<file path="src/rtl/core/assert_macros.svh">
// Assertion macros used by the merge block RTL.
// Expects signals named clk and arst_n in the module that uses them.
`ifndef ASSERT_MACROS_SVH
`define ASSERT_MACROS_SVH

// Checked only while out of reset.
`define SSMD_ASSERT(lbl, prop, msg) \
	lbl: assert property (@(posedge clk) disable iff (!arst_n) (prop)) else $error(msg);

// Checked at every edge, reset included.
`define SSMD_ASSERT_ALWAYS(lbl, prop, msg) \
	lbl: assert property (@(posedge clk) (prop)) else $error(msg);

`endif

</file>
<file path="src/rtl/core/ssmd_pkg.sv">
// Package for the sorted stream merge: sizes, the candidate word type
// and the active-stream mask helper. No dependencies.
package ssmd_pkg;

	localparam int NUM_STREAMS = 8;
	localparam int KEY_WIDTH   = 64;
	localparam int IDX_W       = $clog2(NUM_STREAMS);
	localparam int CNT_W       = 4;

	localparam logic [CNT_W-1:0] CNT_RESET = 4'd8;

	// Running minimum handed from cell to cell.
	typedef struct packed {
		logic                 found;
		logic [KEY_WIDTH-1:0] key;
		logic [IDX_W-1:0]     idx;
		logic [31:0]          payload;
	} cand_t;

	// Streams 0 .. count-1 take part; zero acts as one, large values clamp.
	function automatic logic [NUM_STREAMS-1:0] active_mask(input logic [CNT_W-1:0] cnt);
		logic [NUM_STREAMS-1:0] m;
		int n;
		n = int'(cnt);
		if (n < 1) begin
			n = 1;
		end
		if (n > NUM_STREAMS) begin
			n = NUM_STREAMS;
		end
		for (int i = 0; i < NUM_STREAMS; i++) begin
			m[i] = (i < n);
		end
		return m;
	endfunction

endpackage

</file>
<file path="src/rtl/core/ssmd_cell.sv">
// One merge cell: holds one stream's head, live and awaiting bits, and
// folds its head into the running minimum. Depends on ssmd_pkg.
module ssmd_cell (
	input  logic                          clk,
	input  logic                          arst_n,
	input  logic [ssmd_pkg::IDX_W-1:0]    cell_id,
	input  logic                          await_rst,
	input  logic                          act,
	input  logic                          restart,
	input  logic                          act_new,
	input  logic                          ld,
	input  logic                          ended,
	input  logic [ssmd_pkg::KEY_WIDTH-1:0] key_in,
	input  logic [31:0]                   payload_in,
	input  logic                          refill,
	input  logic [ssmd_pkg::KEY_WIDTH-1:0] best_key,
	input  ssmd_pkg::cand_t               cand_prev,
	output ssmd_pkg::cand_t               cand_q,
	output logic                          live_q,
	output logic                          await_q,
	output logic                          match
);

	logic [ssmd_pkg::KEY_WIDTH-1:0] key_q;
	logic [31:0]                    payload_q;
	logic                           take;

	// Head storage, written only by a non-ended word
	always_ff @(posedge clk) begin
		if (ld && !ended) begin
			key_q     <= key_in;
			payload_q <= payload_in;
		end
	end

	// Live and awaiting flags
	always_ff @(posedge clk or negedge arst_n) begin
		if (!arst_n) begin
			live_q  <= 1'b1;
			await_q <= await_rst;
		end else if (restart) begin
			live_q  <= 1'b1;
			await_q <= act_new;
		end else if (ld) begin
			await_q <= 1'b0;
			if (ended) begin
				live_q <= 1'b0;
			end
		end else if (refill) begin
			await_q <= match;
		end
	end

	// Equal-key detect against the winning key
	assign match = live_q && act && (key_q == best_key);

	// Strict compare keeps the lower index on a tie
	assign take = live_q && act && (!cand_prev.found || (key_q < cand_prev.key));

	always_ff @(posedge clk or negedge arst_n) begin
		if (!arst_n) begin
			cand_q <= '0;
		end else if (take) begin
			cand_q <= '{found: 1'b1, key: key_q, idx: cell_id, payload: payload_q};
		end else begin
			cand_q <= cand_prev;
		end
	end

endmodule

</file>
<file path="src/rtl/core/sorted_stream_merge_dedup.sv">
// A head word that leaves no stream awaiting starts a sweep: the minimum ripples
// through the cell chain while the sequencer steps through ST_SWEEP and ST_FINISH.
// Other head words are taken one per cycle while the sequencer is idle; a completing
// word holds off input until its result is registered, which waits while the result slot is stalled.
// Reset: every stream live, streams 0..7 awaiting, stream_count 8, no result held.
// Top level of the sorted stream merge. Depends on ssmd_pkg, ssmd_cell, assert_macros.svh.
`include "assert_macros.svh"

module sorted_stream_merge_dedup (
	input  logic        clk,
	input  logic        arst_n,
	input  logic        stream_count_we,
	input  logic [3:0]  stream_count_wdata,
	input  logic        head_valid,
	output logic        head_stall,
	input  logic [2:0]  stream_index,
	input  logic [63:0] head_key,
	input  logic [31:0] head_payload,
	input  logic        stream_ended,
	output logic        result_valid,
	input  logic        result_stall,
	output logic [63:0] out_key,
	output logic [31:0] out_payload,
	output logic [2:0]  source_stream,
	output logic [7:0]  refill_mask,
	output logic        merge_done
);

	localparam int N = ssmd_pkg::NUM_STREAMS;

	typedef enum logic [1:0] {ST_IDLE, ST_SWEEP, ST_FINISH} state_t;

	state_t                          state_q;
	logic [ssmd_pkg::IDX_W-1:0]      cnt_q;
	logic [ssmd_pkg::CNT_W-1:0]      count_q;
	logic [ssmd_pkg::KEY_WIDTH-1:0]  res_key_q;
	logic [31:0]                     res_payload_q;
	logic [ssmd_pkg::IDX_W-1:0]      src_q;
	logic [N-1:0]                    refill_q;
	logic                            done_q;

	logic [N-1:0]  act, act_new, rst_act, sel, ld;
	logic [N-1:0]  live_vec, await_vec, match_vec;
	logic          accept, hit, last, slot_free, refill_go, all_ended;
	ssmd_pkg::cand_t cand [N+1];

	assign act     = ssmd_pkg::active_mask(count_q);
	assign act_new = ssmd_pkg::active_mask(stream_count_wdata);
	assign rst_act = ssmd_pkg::active_mask(ssmd_pkg::CNT_RESET);

	// Input decode: a word counts only for an active stream that is awaiting
	assign head_stall = (state_q != ST_IDLE);
	assign accept     = head_valid && !head_stall;
	assign hit        = |(sel & act & await_vec);
	assign last       = accept && hit && ((await_vec & act & ~sel) == '0);
	assign ld         = (accept ? sel : '0) & act & await_vec;

	assign slot_free = !result_valid || !result_stall;
	assign all_ended = ((live_vec & act) == '0);
	assign refill_go = (state_q == ST_FINISH) && slot_free && !all_ended;

	assign cand[0] = '0;

	// Cell chain
	for (genvar i = 0; i < N; i++) begin : g_cell
		assign sel[i] = (32'(stream_index) == i);

		ssmd_cell u_cell (
			.clk        (clk),
			.arst_n     (arst_n),
			.cell_id    (ssmd_pkg::IDX_W'(i)),
			.await_rst  (rst_act[i]),
			.act        (act[i]),
			.restart    (stream_count_we),
			.act_new    (act_new[i]),
			.ld         (ld[i]),
			.ended      (stream_ended),
			.key_in     (head_key[ssmd_pkg::KEY_WIDTH-1:0]),
			.payload_in (head_payload),
			.refill     (refill_go),
			.best_key   (cand[N].key),
			.cand_prev  (cand[i]),
			.cand_q     (cand[i+1]),
			.live_q     (live_vec[i]),
			.await_q    (await_vec[i]),
			.match      (match_vec[i])
		);
	end

	// Sequencer and result register
	always_ff @(posedge clk or negedge arst_n) begin
		if (!arst_n) begin
			state_q       <= ST_IDLE;
			cnt_q         <= '0;
			count_q       <= ssmd_pkg::CNT_RESET;
			result_valid  <= 1'b0;
			res_key_q     <= '0;
			res_payload_q <= '0;
			src_q         <= '0;
			refill_q      <= '0;
			done_q        <= 1'b0;
		end else begin
			if (result_valid && !result_stall) begin
				result_valid <= 1'b0;
			end
			case (state_q)
				ST_IDLE: begin
					if (last) begin
						state_q <= ST_SWEEP;
						cnt_q   <= '0;
					end
				end
				ST_SWEEP: begin
					if (cnt_q == ssmd_pkg::IDX_W'(N - 1)) begin
						state_q <= ST_FINISH;
					end else begin
						cnt_q <= cnt_q + 1'b1;
					end
				end
				ST_FINISH: begin
					if (slot_free) begin
						result_valid <= 1'b1;
						state_q      <= ST_IDLE;
						if (all_ended) begin
							res_key_q     <= '0;
							res_payload_q <= '0;
							src_q         <= '0;
							refill_q      <= '0;
							done_q        <= 1'b1;
						end else begin
							res_key_q     <= cand[N].key;
							res_payload_q <= cand[N].payload;
							src_q         <= cand[N].idx;
							refill_q      <= match_vec;
							done_q        <= 1'b0;
						end
					end
				end
				default: begin
					state_q <= ST_IDLE;
				end
			endcase
			if (stream_count_we) begin
				count_q <= stream_count_wdata;
				state_q <= ST_IDLE;
			end
		end
	end

	assign out_key       = 64'(res_key_q);
	assign out_payload   = res_payload_q;
	assign source_stream = 3'(src_q);
	assign refill_mask   = 8'(refill_q);
	assign merge_done    = done_q;

	// No stream may be awaiting while the minimum is being formed
	`SSMD_ASSERT(a_no_await_in_sweep, (state_q != ST_IDLE) |-> ((await_vec & act) == '0), "stream awaiting during sweep")
	// A normal result always names its source in the refill set
	`SSMD_ASSERT(a_src_refills, (result_valid && !done_q) |-> refill_q[src_q], "source stream not in refill set")
	// Refill happens only when a live minimum was found
	`SSMD_ASSERT_ALWAYS(a_refill_found, refill_go |-> cand[N].found, "refill without a live minimum")

endmodule
</file>
<file path="config.mk">
export PLATFORM = sky130hd
export DESIGN_NAME = sorted_stream_merge_dedup
export DESIGN_NICKNAME = d
export VERILOG_FILES = /design/src/rtl/core/ssmd_pkg.sv /design/src/rtl/core/ssmd_cell.sv /design/src/rtl/core/sorted_stream_merge_dedup.sv
export VERILOG_INCLUDE_DIRS = /design/src /design/src/rtl/core
export SDC_FILE = /design/constraint.sdc
export NUM_CORES = 2
export LEC_CHECK = 0
export ABC_AREA = 0
export BUFFER_PORTS_ARGS = -buffer_cell sky130_fd_sc_hd__buf_2
export CORE_MARGIN = 5
export CORE_UTILIZATION = 35
export DETAILED_ROUTE_END_ITERATION = 12
export SYNTH_ARGS = -nofsm -noshare
export SYNTH_HDL_FRONTEND = slang
export SYNTH_SLANG_ARGS = --single-unit
</file>
<file path="constraint.sdc">
create_clock -name clk -period 25.1 [get_ports clk]
set_clock_uncertainty 0.2 [all_clocks]
set_input_delay 3.765 -clock clk [delete_from_list [all_inputs] [get_ports clk]]
set_output_delay 3.765 -clock clk [all_outputs]
set_load 0.01 [all_outputs]
</file>
==> impl_metrics.prom <==
# TYPE chip_impl_metric gauge
chip_impl_info{name="status",value="finished with violations"} 1
chip_impl_info{name="failed_checks",value="max-capacitance violations"} 1
chip_impl_metric{name="clock_path_buffers",unit=""} 3
chip_impl_metric{name="cellLeakagePower",unit="nW"} 35.8
chip_impl_metric{name="power.sequential.fraction",unit="%"} 43.1
chip_impl_metric{name="final_min_period_over_clock_period",unit="%"} 27.9
chip_impl_metric{name="die_h",unit="um"} 478
chip_impl_metric{name="grt_util_met3",unit="%"} 5.18
chip_impl_metric{name="first_global_vias",unit=""} 49900
chip_impl_metric{name="drt-initial-drc-count",unit=""} 5607
chip_impl_metric{name="r2r_setup_slack",unit="ns"} 19.34
chip_impl_metric{name="instances_no_fill",unit=""} 9113
chip_impl_metric{name="finalSetupViolations",unit=""} 0
chip_impl_metric{name="num_io_pins",unit=""} 219
chip_impl_metric{name="drc",unit=""} 0
chip_impl_metric{name="vias",unit=""} 50500
chip_impl_metric{name="grt_first_pass_wirelength",unit="um"} 398000
chip_impl_info{name="globalRoute.busiestLayer",value="met2"} 1
chip_impl_info{name="netlist_top_cells_area",value="sky130_fd_sc_hd__edfxtp_1 (30%), sky130_fd_sc_hd__dfrtp_1 (30%), sky130_fd_sc_hd__mux2_2 (7.8%)"} 1
chip_impl_info{name="synth_common_cells",value="sky130_fd_sc_hd__dfrtp_1 (909), sky130_fd_sc_hd__edfxtp_1 (768), sky130_fd_sc_hd__mux2_2 (535), sky130_fd_sc_hd__inv_1 (489), sky130_fd_sc_hd__ha_1 (443)"} 1
chip_impl_metric{name="dp.final_hpwl",unit="um"} 213000
chip_impl_metric{name="timing.slew.headroom",unit="%"} 0.191
chip_impl_metric{name="period_minus_slack",unit="ns"} 6.99
chip_impl_metric{name="synthDominantCellAreaShare",unit="%"} 30.0
chip_impl_metric{name="dieArea",unit="sq um"} 229000
chip_impl_metric{name="synth_cell_type_count",unit=""} 81
chip_impl_metric{name="floorplan.core_area",unit="sq um"} 219000
chip_impl_metric{name="grt_antenna_before_repair",unit=""} 42
chip_impl_metric{name="post_drt_via_cell_ratio",unit=""} 5.54
chip_impl_metric{name="post-place-ws",unit="ns"} 17.08
chip_impl_info{name="critPathCaptureType",value="async pin"} 1
chip_impl_metric{name="ys_seq_elements",unit=""} 1694
chip_impl_metric{name="ant_nets",unit=""} 0
chip_impl_metric{name="final_layout_size_suffix_gt1_share",unit="%"} 18.7
chip_impl_metric{name="area_growth",unit="%"} 13.6
chip_impl_metric{name="global_route.usage.met2",unit="%"} 38.0
chip_impl_metric{name="tightestPinTransition",unit="ns"} 1.48
chip_impl_metric{name="grt.total_usage",unit="%"} 24.6
chip_impl_metric{name="setup_total_negative_slack",unit="ns"} 0
chip_impl_metric{name="finalHoldViolCount",unit=""} 0
chip_impl_metric{name="postSynthCellCount",unit=""} 5861
chip_impl_info{name="synth_top_cell_by_area",value="sky130_fd_sc_hd__edfxtp_1"} 1
chip_impl_metric{name="worstRegToRegCells",unit=""} 10
chip_impl_info{name="worstSetupPathType",value="in -> async"} 1
chip_impl_metric{name="cts.repair.resized",unit=""} 0
chip_impl_metric{name="finalMaxSlewViolations",unit=""} 0
chip_impl_metric{name="cp_data_required_time",unit="ns"} 25.74
chip_impl_metric{name="seq_area_frac_synth",unit="%"} 60.2
chip_impl_metric{name="edff_count_synth",unit=""} 768
chip_impl_metric{name="max_cap_violations",unit=""} 1
chip_impl_info{name="synth_most_common_cell",value="sky130_fd_sc_hd__dfrtp_1"} 1
chip_impl_metric{name="critPathMaxFanout",unit=""} 131
chip_impl_metric{name="numPlacedInstances",unit=""} 8757
chip_impl_info{name="rr_startpoint",value="g_cell[5].u_cell.key_q[45]"} 1
chip_impl_metric{name="fin_worst_hold_slack",unit="ns"} 0.233
chip_impl_info{name="worst_setup_path_startpoint",value="arst_n"} 1
chip_impl_metric{name="routed_wire_length_per_instance",unit="um"} 31.5
chip_impl_metric{name="achievable-frequency",unit="MHz"} 143
chip_impl_info{name="crit_path_start_kind",value="primary input"} 1
chip_impl_info{name="tritoncts_clock_tree",value="built"} 1
chip_impl_metric{name="netSwitchingPower",unit="mW"} 2.83
chip_impl_metric{name="finish.net_count",unit=""} 6621
chip_impl_metric{name="post-cts-setup-buffers",unit=""} 0
chip_impl_metric{name="ir_drop",unit="mV"} 0.0677
chip_impl_info{name="setup.worst_path.end",value="g_cell[2].u_cell.cand_q[26]"} 1
chip_impl_metric{name="netSwitchingFraction",unit="%"} 34.5
chip_impl_metric{name="insertion_delay",unit="ns"} 0.86
chip_impl_metric{name="cts-htree-levels",unit=""} 4
chip_impl_metric{name="cts_hold_buffers",unit=""} 0
chip_impl_metric{name="portBuffers",unit=""} 218
chip_impl_metric{name="clk_transition_reported_paths",unit="ns"} 0.06
chip_impl_metric{name="clk_sinks",unit=""} 1694
chip_impl_metric{name="syn-cell-area",unit="sq um"} 76800
chip_impl_metric{name="ys.warnings.count",unit=""} 0
chip_impl_metric{name="largest_net_degree_at_the_start_of_global_routing",unit=""} 172
chip_impl_metric{name="die_width",unit="um"} 478
chip_impl_metric{name="row_count",unit=""} 172
chip_impl_info{name="postSynth.topFlopCell",value="sky130_fd_sc_hd__dfrtp_1"} 1
chip_impl_metric{name="synth_nets",unit=""} 6413
chip_impl_metric{name="floorplan.initialDensity",unit="%"} 35.1
chip_impl_metric{name="layout_setup_ws",unit="ns"} 18.11
chip_impl_metric{name="cellInternalPower",unit="mW"} 5.38
chip_impl_info{name="r2r_end",value="g_cell[5].u_cell.cand_q[29]"} 1
chip_impl_metric{name="dr.pass1.iters",unit=""} 5
chip_impl_metric{name="global_route.overflow_total",unit=""} 0
chip_impl_metric{name="gp_congestion",unit=""} 1.05
chip_impl_metric{name="numCtsBuffers",unit=""} 181
chip_impl_metric{name="power.density",unit="nW/um^2"} 94.0
chip_impl_metric{name="arrival",unit="ns"} 7.64
chip_impl_metric{name="async_flop_share",unit="%"} 54.7
chip_impl_info{name="holdCritPathClass",value="reg -> reg"} 1
chip_impl_info{name="rsz0062_at_grt",value="no"} 1
chip_impl_metric{name="power_frac_clock",unit="%"} 33.7
chip_impl_info{name="clk_root_buffer_cell",value="sky130_fd_sc_hd__clkbuf_16"} 1
chip_impl_metric{name="grtUsageMet1",unit="%"} 32.9
chip_impl_metric{name="pwr-share-comb",unit="%"} 23.3
chip_impl_metric{name="detail_route.wirelength",unit="um"} 287000
chip_impl_metric{name="synthesized_area_per_cell",unit="sq um"} 13.1
==> cells in the final DEF, fill, tap and decap left out, drive strengths merged, types with 68 or more instances in the layout <==
| cell | Yosys | layout |
|---|---|---|
| a21o | 96 | 96 |
| a21oi | 212 | 212 |
| a22o | 87 | 87 |
| and2 | 98 | 98 |
| buf | 98 | 298 |
| clkbuf | 175 | 254 |
| dfrtp | 909 | 909 |
| edfxtp | 768 | 768 |
| ha | 443 | 443 |
| inv | 489 | 499 |
| mux2 | 568 | 568 |
| nand2 | 260 | 260 |
| nand3 | 220 | 220 |
| nand4 | 213 | 213 |
| nor2 | 111 | 111 |
| nor4 | 85 | 85 |
| o211ai | 71 | 71 |
| o21ai | 101 | 101 |
| o31ai | 68 | 68 |
| xnor2 | 266 | 266 |
| xor2 | 205 | 205 |
==> metrics by stage <==
step                cell area (sq um)  utilization [%]  power [mW]
floorplan                       76800                -        4.43
global placement                81100             37.0        5.43
detailed placement              81100             37.0        5.44
CTS                             87300             39.8        8.20
global route                    87300             39.8        8.44
finish                          87300             39.8        8.21
==> layer usage <==
layer  share of wire, %  vias up
met1                 42    26300
met2                 45     2156
met3                7.9      501
met4                5.6       14
met5              0.032        -
li1                   -    21600
==> registers in the layout, indices dropped and copies added, names as in the netlist <==
signal	count
g_cell.u_cell.payload_q	256
g_cell.u_cell.cand_q	792
merge_done	1
g_cell.u_cell.key_q	512
refill_mask	8
cnt_q	3
out_payload	32
g_cell.u_cell.live_q	8
out_key	64
result_valid	1
count_q	4
source_stream	3
state_q	2
g_cell.u_cell.await_q	8
==> power by group through the flow <==
stage                     logic [mW]  registers [mW]  clock network [mW]
after global placement          1.85            3.58                   0
final                           1.91            3.53                2.76
after floorplan                 1.11            3.31                   0
after detailed placement        1.86            3.58                   0
after CTS                       1.87            3.53                2.80
after global routing            1.97            3.56                2.91
==> worst max-delay path: stages <==
cell                     delay [ns]
sky130_fd_sc_hd__buf_8         0.51
sky130_fd_sc_hd__buf_12        0.60
sky130_fd_sc_hd__buf_4         0.79
sky130_fd_sc_hd__buf_4         0.66
sky130_fd_sc_hd__buf_4         0.84
==> cells by family (layout without fill, tap and decap cells) <==
group           Yosys count  after routing  share of synthesized area (%)
buf+inv                 763           1131                           4.02
xor+xnor                471            471                           5.37
flops                  1694           1694                           60.2
simple gates           1109           1109                           7.47
compound gates          800            800                           7.21
mux                     581            581                           8.50
other cells               0             13                              0
fa+ha+maj               443            443                           7.22
==> how the worst min path moves through the flow <==
| stage | cells after the start | slack, ns | endpoint | from |
|---|---|---|---|---|
| global route | 1 | 0.24 | g_cell[3].u_cell.cand_q[32] | g_cell[2].u_cell.cand_q[32] |
| floorplan | 1 | 0.21 | g_cell[6].u_cell.cand_q[33] | g_cell[5].u_cell.cand_q[33] |
| CTS | 1 | 0.23 | g_cell[3].u_cell.cand_q[32] | g_cell[2].u_cell.cand_q[32] |
| finish | 1 | 0.23 | g_cell[3].u_cell.cand_q[32] | g_cell[2].u_cell.cand_q[32] |
| global placement | 1 | 0.22 | g_cell[3].u_cell.cand_q[32] | g_cell[2].u_cell.cand_q[32] |
| detailed placement | 1 | 0.22 | g_cell[3].u_cell.cand_q[32] | g_cell[2].u_cell.cand_q[32] |
==> cell type report <==
cell class | count | area (sq um)
fill | 20500 | 132000
timing repair buffer | 298 | 1750
tap | 2871 | 3590
multi-input combinational | 3404 | 27700
sequential | 1694 | 46300
inverter | 490 | 1840
antenna | 13 | 32.5
clock inverter | 89 | 1000
clock buffer | 254 | 5140
No activity file was read; power rests on OpenSTA's default activity.
